### config.mk
export PLATFORM = sky130hd
export DESIGN_NAME = sieve_bitmap_to_prime_values
export DESIGN_NICKNAME = d
export VERILOG_FILES = /design/src/design/sbpv_pkg.sv /design/src/design/sieve_bitmap_to_prime_values.sv /design/src/design/sbpv_front.sv /design/src/design/sbpv_queue.sv /design/src/design/sbpv_back.sv
export SDC_FILE = /design/constraint.sdc
export NUM_CORES = 2
export LEC_CHECK = 0
export BUFFER_PORTS_ARGS = -buffer_cell sky130_fd_sc_hd__buf_2
export CORE_UTILIZATION = 30
export DETAILED_ROUTE_END_ITERATION = 8
export GPL_TIMING_DRIVEN = 0
export PLACE_DENSITY = 0.4
export RECOVER_POWER = 100
export SLEW_MARGIN = 20
export SYNTH_ARGS = -nofsm -noshare
export SYNTH_HDL_FRONTEND = slang
export SYNTH_SLANG_ARGS = --single-unit
### constraint.sdc
create_clock -name clk -period 9.3 [get_ports clk]
set_input_delay 0 -clock clk [delete_from_list [all_inputs] [get_ports clk]]
set_output_delay 0 -clock clk [all_outputs]
set_load 0.01 [all_outputs]
### src/design/sbpv_pkg.sv
// ----------------------------------------------------------------------------
// sbpv_pkg
// Shared constants, register indexes and types for the sieve bitmap to prime
// value extractor.
// ----------------------------------------------------------------------------
package sbpv_pkg;

  localparam int VALUE_W   = 64;
  localparam int HALF_W    = 32;
  localparam int FLAG_W    = 8;
  localparam int BIT_IDX_W = 3;
  localparam int COUNT_W   = 19;
  localparam int CFG_IDX_W = 3;

  localparam logic [COUNT_W-1:0]   COUNT_MAX = '1;
  localparam logic [BIT_IDX_W-1:0] LAST_BIT  = BIT_IDX_W'(FLAG_W - 1);

  localparam int LINE_BYTES_DEF  = 32768;
  localparam int QUEUE_DEPTH_DEF = 4;

  localparam logic [CFG_IDX_W-1:0] REG_WHEEL_PRODUCT = 3'd0;
  localparam logic [CFG_IDX_W-1:0] REG_CLASS_OFFSET  = 3'd1;
  localparam logic [CFG_IDX_W-1:0] REG_LOWER_BOUND   = 3'd2;
  localparam logic [CFG_IDX_W-1:0] REG_UPPER_BOUND   = 3'd3;

  typedef struct packed {
    logic [VALUE_W-1:0] wheel_product;
    logic [VALUE_W-1:0] class_offset;
    logic [VALUE_W-1:0] lower_bound;
    logic [VALUE_W-1:0] upper_bound;
  } cfg_t;

  typedef struct packed {
    logic [FLAG_W-1:0]  flags;
    logic               first;
    logic [VALUE_W-1:0] mult;
  } entry_t;

endpackage

### src/design/sieve_bitmap_to_prime_values.sv
// ----------------------------------------------------------------------------
// sieve_bitmap_to_prime_values
// Turns wheel-sieve line bitmap bytes into the in-bounds values they flag.
// Path: a byte passes the two front stages, the queue, the back part's bit
//   walk, its pending register and the output register.
// Rate: the bit walk in the back part steps the eight flags of a byte and
//   stalls while a found value waits on the output; values leave at up to
//   one per cycle, and the front takes bytes ahead into a 4-deep queue.
// Reset: synchronous; clears position, count, queue and valid state and
//   loads the register reset values.
// ----------------------------------------------------------------------------
module sieve_bitmap_to_prime_values #(
  parameter int LineBytes  = sbpv_pkg::LINE_BYTES_DEF,
  parameter int QueueDepth = sbpv_pkg::QUEUE_DEPTH_DEF
) (
  input  logic                               clk,
  input  logic                               rst_n,
  input  logic                               cfg_wr_en,
  input  logic [sbpv_pkg::CFG_IDX_W-1:0]     cfg_index,
  input  logic [sbpv_pkg::VALUE_W-1:0]       cfg_wdata,
  input  logic                               in_valid,
  output logic                               in_stall,
  input  logic [sbpv_pkg::FLAG_W-1:0]        in_flag_byte,
  input  logic                               in_first_byte,
  output logic                               out_valid,
  input  logic                               out_stall,
  output logic [sbpv_pkg::VALUE_W-1:0]       out_prime_value,
  output logic                               out_last_of_byte,
  output logic [sbpv_pkg::COUNT_W-1:0]       out_found_count
);

  sbpv_pkg::cfg_t                     cfg_r;
  sbpv_pkg::entry_t                   push_entry, head;
  logic                               push, pop, q_valid;
  logic [$clog2(QueueDepth+1)-1:0]    q_count;

  always_ff @(posedge clk) begin
    if (!rst_n) begin
      cfg_r.wheel_product <= sbpv_pkg::VALUE_W'(1);
      cfg_r.class_offset  <= '0;
      cfg_r.lower_bound   <= '0;
      cfg_r.upper_bound   <= '1;
    end else if (cfg_wr_en) begin
      case (cfg_index)
        sbpv_pkg::REG_WHEEL_PRODUCT: cfg_r.wheel_product <= cfg_wdata;
        sbpv_pkg::REG_CLASS_OFFSET:  cfg_r.class_offset  <= cfg_wdata;
        sbpv_pkg::REG_LOWER_BOUND:   cfg_r.lower_bound   <= cfg_wdata;
        sbpv_pkg::REG_UPPER_BOUND:   cfg_r.upper_bound   <= cfg_wdata;
        default: ;
      endcase
    end
  end

  sbpv_front #(
    .LineBytes  (LineBytes),
    .QueueDepth (QueueDepth)
  ) u_front (
    .clk           (clk),
    .rst_n         (rst_n),
    .in_valid      (in_valid),
    .in_stall      (in_stall),
    .in_flag_byte  (in_flag_byte),
    .in_first_byte (in_first_byte),
    .wheel_product (cfg_r.wheel_product),
    .q_count       (q_count),
    .push          (push),
    .push_entry    (push_entry)
  );

  sbpv_queue #(
    .QueueDepth (QueueDepth)
  ) u_queue (
    .clk        (clk),
    .rst_n      (rst_n),
    .push       (push),
    .push_entry (push_entry),
    .pop        (pop),
    .q_valid    (q_valid),
    .head       (head),
    .q_count    (q_count)
  );

  sbpv_back u_back (
    .clk              (clk),
    .rst_n            (rst_n),
    .cfg              (cfg_r),
    .q_valid          (q_valid),
    .head             (head),
    .pop              (pop),
    .out_valid        (out_valid),
    .out_stall        (out_stall),
    .out_prime_value  (out_prime_value),
    .out_last_of_byte (out_last_of_byte),
    .out_found_count  (out_found_count)
  );

endmodule

### src/design/sbpv_front.sv
// ----------------------------------------------------------------------------
// sbpv_front
// Accepts flag bytes, tracks the byte position and forms
// wheel_product * position in two stages before queuing the item.
// ----------------------------------------------------------------------------
module sbpv_front #(
  parameter int LineBytes  = sbpv_pkg::LINE_BYTES_DEF,
  parameter int QueueDepth = sbpv_pkg::QUEUE_DEPTH_DEF
) (
  input  logic                                  clk,
  input  logic                                  rst_n,
  input  logic                                  in_valid,
  output logic                                  in_stall,
  input  logic [sbpv_pkg::FLAG_W-1:0]           in_flag_byte,
  input  logic                                  in_first_byte,
  input  logic [sbpv_pkg::VALUE_W-1:0]          wheel_product,
  input  logic [$clog2(QueueDepth+1)-1:0]       q_count,
  output logic                                  push,
  output sbpv_pkg::entry_t                      push_entry
);

  localparam int PW   = (LineBytes > 1) ? $clog2(LineBytes) : 1;
  localparam int QC_W = $clog2(QueueDepth + 1);
  localparam int HW   = sbpv_pkg::HALF_W;
  localparam logic [PW-1:0] POS_MAX = PW'(LineBytes - 1);

  logic [PW-1:0]                 pos_r, pos_nxt, pos_use;
  logic                          s1_v_r, s2_v_r;
  logic [sbpv_pkg::FLAG_W-1:0]   s1_flags_r, s2_flags_r;
  logic                          s1_first_r, s2_first_r;
  logic [PW-1:0]                 s1_pos_r;
  logic [HW+PW-1:0]              s2_lo_r, s2_lo_nxt;
  logic [HW-1:0]                 s2_hi_r, s2_hi_nxt;
  logic [QC_W:0]                 used;
  logic                          in_acc;

  // credit count: queued items plus items in flight
  assign used     = (QC_W+1)'(q_count) + (QC_W+1)'(s1_v_r) + (QC_W+1)'(s2_v_r);
  assign in_stall = (used >= (QC_W+1)'(QueueDepth));
  assign in_acc   = in_valid && !in_stall;

  assign pos_use = in_first_byte ? '0 : pos_r;
  assign pos_nxt = (pos_use < POS_MAX) ? pos_use + PW'(1) : POS_MAX;

  assign s2_lo_nxt = (HW+PW)'(wheel_product[HW-1:0]) * (HW+PW)'(s1_pos_r);
  assign s2_hi_nxt = HW'(wheel_product[sbpv_pkg::VALUE_W-1:HW] * HW'(s1_pos_r));

  always_ff @(posedge clk) begin
    if (!rst_n) begin
      pos_r  <= '0;
      s1_v_r <= 1'b0;
      s2_v_r <= 1'b0;
    end else begin
      s1_v_r <= in_acc;
      s2_v_r <= s1_v_r;
      if (in_acc) begin
        pos_r <= pos_nxt;
      end
    end
  end

  always_ff @(posedge clk) begin
    if (in_acc) begin
      s1_flags_r <= in_flag_byte;
      s1_first_r <= in_first_byte;
      s1_pos_r   <= pos_use;
    end
    s2_flags_r <= s1_flags_r;
    s2_first_r <= s1_first_r;
    s2_lo_r    <= s2_lo_nxt;
    s2_hi_r    <= s2_hi_nxt;
  end

  assign push             = s2_v_r;
  assign push_entry.flags = s2_flags_r;
  assign push_entry.first = s2_first_r;
  assign push_entry.mult  = {s2_hi_r + HW'(s2_lo_r[HW+PW-1:HW]), s2_lo_r[HW-1:0]};

endmodule

### src/design/sbpv_queue.sv
// ----------------------------------------------------------------------------
// sbpv_queue
// Short queue of classified items between the front and back parts.
// ----------------------------------------------------------------------------
module sbpv_queue #(
  parameter int QueueDepth = sbpv_pkg::QUEUE_DEPTH_DEF
) (
  input  logic                            clk,
  input  logic                            rst_n,
  input  logic                            push,
  input  sbpv_pkg::entry_t                push_entry,
  input  logic                            pop,
  output logic                            q_valid,
  output sbpv_pkg::entry_t                head,
  output logic [$clog2(QueueDepth+1)-1:0] q_count
);

  localparam int AW   = (QueueDepth > 1) ? $clog2(QueueDepth) : 1;
  localparam int QC_W = $clog2(QueueDepth + 1);
  localparam logic [AW-1:0] LAST_SLOT = AW'(QueueDepth - 1);

  sbpv_pkg::entry_t    slots_r [QueueDepth];
  logic [AW-1:0]       wr_r, rd_r;
  logic [QC_W-1:0]     count_r;

  always_ff @(posedge clk) begin
    if (!rst_n) begin
      wr_r    <= '0;
      rd_r    <= '0;
      count_r <= '0;
    end else begin
      if (push) begin
        wr_r <= (wr_r == LAST_SLOT) ? '0 : wr_r + AW'(1);
      end
      if (pop) begin
        rd_r <= (rd_r == LAST_SLOT) ? '0 : rd_r + AW'(1);
      end
      if (push && !pop) begin
        count_r <= count_r + QC_W'(1);
      end else if (pop && !push) begin
        count_r <= count_r - QC_W'(1);
      end
    end
  end

  always_ff @(posedge clk) begin
    if (push) begin
      slots_r[wr_r] <= push_entry;
    end
  end

  assign q_valid = (count_r != '0);
  assign head    = slots_r[rd_r];
  assign q_count = count_r;

endmodule

### src/design/sbpv_back.sv
// ----------------------------------------------------------------------------
// sbpv_back
// Walks the eight flags of each queued item, steps the value by
// wheel_product, filters by bounds and delivers values with count and
// end-of-byte mark.
// ----------------------------------------------------------------------------
module sbpv_back (
  input  logic                             clk,
  input  logic                             rst_n,
  input  sbpv_pkg::cfg_t                   cfg,
  input  logic                             q_valid,
  input  sbpv_pkg::entry_t                 head,
  output logic                             pop,
  output logic                             out_valid,
  input  logic                             out_stall,
  output logic [sbpv_pkg::VALUE_W-1:0]     out_prime_value,
  output logic                             out_last_of_byte,
  output logic [sbpv_pkg::COUNT_W-1:0]     out_found_count
);

  logic                              busy_r;
  logic [sbpv_pkg::VALUE_W-1:0]      acc_r;
  logic [sbpv_pkg::FLAG_W-1:0]       flags_r;
  logic [sbpv_pkg::BIT_IDX_W-1:0]    j_r;
  logic [sbpv_pkg::COUNT_W-1:0]      cnt_r, cnt_inc;
  logic                              pend_v_r, pend_last_r;
  logic [sbpv_pkg::VALUE_W-1:0]      pend_val_r;
  logic [sbpv_pkg::COUNT_W-1:0]      pend_cnt_r;
  logic                              out_v_r, out_last_r;
  logic [sbpv_pkg::VALUE_W-1:0]      out_val_r;
  logic [sbpv_pkg::COUNT_W-1:0]      out_cnt_r;
  logic [sbpv_pkg::VALUE_W-1:0]      load_acc;
  logic                              in_bnd, hit, out_free, step, byte_end, load, pend_move;

  assign in_bnd    = (acc_r >= cfg.lower_bound) && (acc_r <= cfg.upper_bound);
  assign hit       = busy_r && flags_r[j_r] && in_bnd;
  assign out_free  = !out_v_r || !out_stall;
  assign step      = busy_r && (!hit || !pend_v_r || out_free);
  assign byte_end  = step && (j_r == sbpv_pkg::LAST_BIT);
  assign load      = q_valid && (!busy_r || byte_end);
  assign pend_move = pend_v_r && out_free && (pend_last_r || (step && hit));
  assign cnt_inc   = (cnt_r == sbpv_pkg::COUNT_MAX) ? cnt_r : cnt_r + sbpv_pkg::COUNT_W'(1);
  assign load_acc  = {head.mult[sbpv_pkg::VALUE_W-4:0], 3'b000} + cfg.class_offset;
  assign pop       = load;

  always_ff @(posedge clk) begin
    if (!rst_n) begin
      busy_r   <= 1'b0;
      pend_v_r <= 1'b0;
      out_v_r  <= 1'b0;
      cnt_r    <= '0;
    end else begin
      if (load) begin
        busy_r <= 1'b1;
      end else if (byte_end) begin
        busy_r <= 1'b0;
      end

      if (load && head.first) begin
        cnt_r <= '0;
      end else if (step && hit) begin
        cnt_r <= cnt_inc;
      end

      if (step && hit) begin
        pend_v_r <= 1'b1;
      end else if (pend_move) begin
        pend_v_r <= 1'b0;
      end

      if (pend_move) begin
        out_v_r <= 1'b1;
      end else if (out_free) begin
        out_v_r <= 1'b0;
      end
    end
  end

  always_ff @(posedge clk) begin
    if (load) begin
      acc_r   <= load_acc;
      flags_r <= head.flags;
      j_r     <= '0;
    end else if (step) begin
      acc_r <= acc_r + cfg.wheel_product;
      j_r   <= j_r + sbpv_pkg::BIT_IDX_W'(1);
    end

    // hold a found value until the next one or the byte's end shows whether it was the last
    if (step && hit) begin
      pend_val_r  <= acc_r;
      pend_cnt_r  <= cnt_inc;
      pend_last_r <= (j_r == sbpv_pkg::LAST_BIT);
    end else if (byte_end) begin
      pend_last_r <= 1'b1;
    end

    if (pend_move) begin
      out_val_r  <= pend_val_r;
      out_cnt_r  <= pend_cnt_r;
      out_last_r <= pend_last_r;
    end
  end

  assign out_valid        = out_v_r;
  assign out_prime_value  = out_val_r;
  assign out_last_of_byte = out_last_r;
  assign out_found_count  = out_cnt_r;

endmodule

[Word-level counts from Yosys, hierarchy flattened]
Memories as Yosys holds them, arrays and structs flattened. A register that Yosys moved wholly into a read port is not among the register bits.
Cells that the tools add are included.
Cells by class
  $add $sub $neg: 12
  multipliers: 2
  $lt $le $gt $ge: 5
  eq/ne operators: 7
  multiplexer cells: 23
  bitwise gates (word level): 1
  reduce and logical (&&, ||, !) cells: 39
Operators by type and width (count)
  $add 64x64->64: 2
  $mux 64: 2
  $ge 64x64->1: 1
  $le 64x64->1: 1
  $mul 32x15->47: 1
  $add 32x15->32: 1
  $mul 32x15->32: 1
  $mux 15: 2
  $add 19x1->19 const B: 1
  $eq 19x19->1 const B: 1
  $mux 19: 1
  $add 15x1->15 const B: 1
  $lt 15x15->1 const B: 1
  $logic_and 1x1->1: 13
  $reduce_bool 2->1: 6
  $mux 1: 11
  $logic_not 1->1: 8
  $mux 2: 4
  $reduce_and 2->1: 4
  $add 3x1->3 const B: 2
  $eq 3x2->1 const B: 2
  $mux 3: 2
  $logic_or 1x1->1: 5
  $add 2x1->2 const B: 2
  13 further kinds: 14
Storage, ports and cells
  register bits: 657
  memory bits (writable): 292
  input port bits: 81
  word-level logic and storage cells: 120
  memories kept: 1
Memories
  u_queue.slots_r: depth 4, width 73, read ports 1, clocked after Yosys merged registers in 1, wr ports 1, RTL line sbpv_queue.sv:22  | sbpv_pkg::entry_t slots_r [QueueDepth];

[Logic depth before layout (Yosys ltp)]
  depth in word-level cells: 14
  gate-level depth with buffers: 26
  mapped depth without buffers: 24

[Cells and area by module]
A second synthesis with hierarchy kept.
Unflattened totals
  cells, all modules: 6739
  area, all modules: 70978.1 um^2
By module, submodules not included
  sbpv_front: times used 1, cells each 3319, area each 30215.2 um^2, seq. area each 2822.7 um^2
  sbpv_back: times used 1, cells each 2025, area each 19581.3 um^2, seq. area each 7707.4 um^2
  sbpv_queue: times used 1, cells each 424, area each 11059.4 um^2, seq. area each 8948.6 um^2
  sieve_bitmap_to_prime_values: times used 1, cells each 971, area each 10122.2 um^2, seq. area each 5124.9 um^2

[Worst setup path before layout]
Ideal clock, no wire load.
  path type: register to register
  from: reg u_front.s1_pos_r[6]
  to: reg u_front.s2_lo_r[44]
  library setup time: 120 ps
  arrival: 6412 ps
  required time: 9180 ps
  path slack: 2768 ps
  stages on the path, launching flop included: 24
  buffers on the path: 2
  period minus slack after synthesis: 6532 ps
  cell sequence: edfxtp_1 -> clkbuf_1 -> clkbuf_1 -> nand2_1 -> fa_1 -> fa_1 -> inv_1 -> fa_1 -> fa_1 -> fa_1 -> inv_1 -> fa_1 -> inv_1 -> ha_1 -> a21oi_1 -> o21ai_0 -> o41ai_1 -> nand2_1 -> o21ai_1 -> o211ai_1 -> a211oi_2 -> o21ai_0 -> a31o_2 -> a211o_1
Between the ends
  longest elaborated chain between the ends: 1
Ends and longest elaborated chain
  start, declared: RTL line sbpv_front.sv:31  | logic [PW-1:0] s1_pos_r;
  start signal, assigned: RTL line sbpv_front.sv:66  | s1_pos_r <= pos_use;
  $mul 32x15->47: RTL line sbpv_front.sv:45  | assign s2_lo_nxt = (HW+PW)'(wheel_product[HW-1:0]) * (HW+PW)'(s1_pos_r);
  via u_front.s2_lo_nxt[44]: RTL line sbpv_front.sv:32  | logic [HW+PW-1:0] s2_lo_r, s2_lo_nxt;
  end signal, assigned: RTL line sbpv_front.sv:70  | s2_lo_r <= s2_lo_nxt;
  end, declared: RTL line sbpv_front.sv:32
The timed path passes the listed nets, and every way through them passes these cells.
A chain may end at the register's enable or synchronous reset.

[Final worst setup path]
  from: reg u_front.s1_pos_r[8]
  to: reg u_front.s2_lo_r[42]
The elaborated chain is that of the path after synthesis.

==> results.sh <==
export IMPL_rows=174
export IMPL_tns_ns=0
export IMPL_fin_worst_skew_ns=0.0912
export IMPL_dr_total_vias=49200
export IMPL_clock_sinks=936
export IMPL_port_buffer_count=164
export IMPL_fmax_mhz=110
export IMPL_worst_slew_pin_slew_ns=3.01
export IMPL_die_area_sq_um=228000
export IMPL_place_ws_ns=-0.0455
export IMPL_ys_async_sr_fraction_pct=0
export IMPL_setup_slack_ns=0.245
export IMPL_power_density_nw_per_um2=200
export IMPL_yosys_top_cells_area="edfxtp_1 24%, fa_1 19%, dfxtp_1 12%"
export IMPL_numCtsBuffers=110
export IMPL_place_congestion=0.919
export IMPL_die_h_microns=478
export IMPL_cts_max_path_buffers=3
export IMPL_violations="design-rule violations, max-capacitance violations, max-slew violations"
export IMPL_antenna_found_initial=30
export IMPL_avgRoutedWirePerCell_microns=24.0
export IMPL_fin_crit_ns=9.05
export IMPL_synth_seq_cells=936
export IMPL_path_class="reg2reg"
export IMPL_total_power_mw=15.4
export IMPL_core_area_sq_um=225000
export IMPL_place_area_sq_um=73100
export IMPL_peakVddDrop_uv=160
export IMPL_rr_startpoint="u_front.s1_pos_r[8]$_DFFE_PP_"
export IMPL_ioPinCount=167
export IMPL_fin_hold_ws_ns=0.0476
export IMPL_chipWidth_microns=478
export IMPL_fillerInstances=23000
export IMPL_period_share_pct=97.4
export IMPL_clk_latency_ns=0.78
export IMPL_synth_flop_cell="edfxtp_1"
export IMPL_grt_pass1_vias=50900
export IMPL_grtUsageTotal_pct=21.3
export IMPL_rsz0062_at_grt="false"
export IMPL_drt_vias_per_instance=4.85
export IMPL_relSlewSlack_pct=-101
export IMPL_maxCapViolations=15
export IMPL_r2r_setup_slack_ns=0.25
export IMPL_yosysTopAreaCell="edfxtp_1"
export IMPL_synth_cell_type_count=86
export IMPL_ys_warn_count=0
export IMPL_syn_nets=7815
export IMPL_crit_required_ns=9.95
export IMPL_synth_top_area_share_pct=24.0
export IMPL_instances_no_fill=10100
export IMPL_synth_avg_cell_area_sq_um=10.2
export IMPL_synth_area_sq_um=68000
export IMPL_slew_violations=499
export IMPL_final_area_sq_um=77300
export IMPL_yosysMostFrequentCell="nand2_1"
export IMPL_synth_edf_count=544
export IMPL_hold_class="in2reg"
export IMPL_initial_utilization_pct=30.2
export IMPL_synthTopCellsByCount="1062 x nand2_1, 842 x inv_1, 642 x fa_1, 544 x edfxtp_1, 444 x ha_1"
export IMPL_area_growth_pct=13.7
export IMPL_hold_viol=0
export IMPL_overflow=0
export IMPL_setup_viol=0
export IMPL_cts_tree="built"
export IMPL_drc_errors=50
export IMPL_drive_above_1_share_pct=5.57
export IMPL_postSynthCellCount=6648
export IMPL_startpoint_type="register"
export IMPL_cts_root_buffer="clkbuf_16"
export IMPL_grt_pass1_wl_microns=355000
export IMPL_path_max_fanout=10
export IMPL_finish_net_count=8202
export IMPL_crit_start="u_front.s1_pos_r[8]$_DFFE_PP_"
export IMPL_post_route_util_pct=34.4
export IMPL_ys_seq_area_share_pct=35.6
export IMPL_path_clk_slew_ns=0.06
export IMPL_antenna_left=0
export IMPL_h_tree_depth=3
export IMPL_endpoint_kind="register"
export IMPL_grt_max_degree=49
export IMPL_drt_total_wl_microns=243000
export IMPL_status="complete, but fails checks"
export IMPL_worstPathArrival_ns=9.70
export IMPL_dp_cells=9823
export IMPL_leakage_nw=31.9
export IMPL_hold_path_startpoint="in_valid"
export IMPL_firstDrtPassIters=8
export IMPL_drt_iter0_drc=3294
export IMPL_dp_hpwl_microns=193000
## placed cells by master, fill, tap and decap left out, drive strengths merged, types with 34 or more instances in the layout
master	count
and2	435
a21boi	203
dfxtp	392
dlygate4sd3	91
xor2	78
edfxtp	544
fa	642
nor2	194
nand4	64
o21bai	34
ha	444
inv	846
clkinv	39
o21ai	155
xnor2	186
o211ai	93
buf	97
and3	49
nor2b	41
clkbuf	525
nand3	73
mux4	72
nor3	44
a21oi	260
nand2	1062
a21o	132
## flip-flops by register name (all words and copies together), names as in the netlist, 3 cells and up, named ones only
name,count
u_back.flags_r,8
u_back.out_found_count,19
u_back.acc_r,64
u_front.s2_hi_r,29
u_back.pend_val_r,64
u_back.j_r,3
u_front.pos_r,15
u_front.s1_pos_r,15
cfg_r,256
u_queue.slots_r,280
u_back.out_prime_value,64
u_queue.q_count,3
u_back.cnt_r,19
u_front.s1_flags_r,8
u_back.pend_cnt_r,19
u_front.s2_lo_r,47
u_front.s2_flags_r,8
## critical path, stage by stage (launching register included)
cell and delay (ns):
edfxtp_1 0.33, clkbuf_1 0.65, clkbuf_1 0.82, nand2_1 0.20, fa_1 0.53, inv_1 0.06
fa_1 0.48, fa_1 0.59, fa_1 0.46, fa_1 0.50, inv_1 0.05, fa_1 0.48
inv_1 0.05, ha_1 0.36, and3_1 0.23, and4_1 0.25, nand4_1 0.10, o21ai_0 0.33
o21ai_1 0.36, o211ai_1 0.89, a211oi_2 0.26, o21ai_0 0.48, a31o_2 0.25, xor2_1 0.25
## area by class of cell
cell class	instances	area (sq um)	share of cell area, %
clock inverters	70	912	1.18
inverters	843	3170	4.10
clock buffers	139	2950	3.82
well taps	2992	3740	4.85
flip-flops and latches	936	24200	31.3
multi-input cells	4570	39400	51.0
repair buffers	277	1750	2.27
plain buffers	297	1150	1.49
diodes	11	27.5	0.0356
## power breakdown
part | total [mW] | internal, mW | switching, mW
Combinational | 4.97 | 1.68 | 3.28
Sequential | 5.83 | 5.24 | 0.587
Clock | 4.63 | 2.71 | 1.91
Total | 15.4 | 9.64 | 5.79
## cell families after synthesis
kind of cell    Yosys count  share of synthesized area (%)
buf+inv                1142                           6.43
flops                   936                           35.6
simple gates           2055                           14.2
compound gates         1078                           10.6
xor+xnor                264                           3.40
fa+ha+maj              1086                           27.1
mux                      87                           2.62
## metal layers
layer,wire [microns],global-route usage (%),vias to the layer above,share of wire (%)
met1,111000,29.1,24900,46
met3,10200,2.18,302,4.2
met4,7330,6.26,2,3.0
met5,13,0,-,0.0054
li1,-,-,22900,-
met2,114000,35.6,1124,47
## final timing paths
| path | endpoint | cells past startpoint |
|---|---|---|
| max reg2reg | u_front.s2_lo_r[42]$_DFF_P_ | 23 |
| max | u_front.s2_lo_r[42]$_DFF_P_ | 23 |
| min | u_front.s1_v_r$_SDFF_PN0_ | 3 |
| min reg2reg | u_front.s2_flags_r[4]$_DFF_P_ | 0 |
## what timing repair did
| item | in CTS | in global routing |
|---|---|---|
| gates cloned | 0 | 0 |
| setup buffers | 0 | 3 |
| setup endpoints to repair | 2 | 3 |
| resized for setup | 0 | 15 |
| hold endpoints to repair | 320 | 0 |
| pin swaps | 0 | 0 |
| hold buffers | 91 | 0 |
Power figures use the tool's default switching activity.
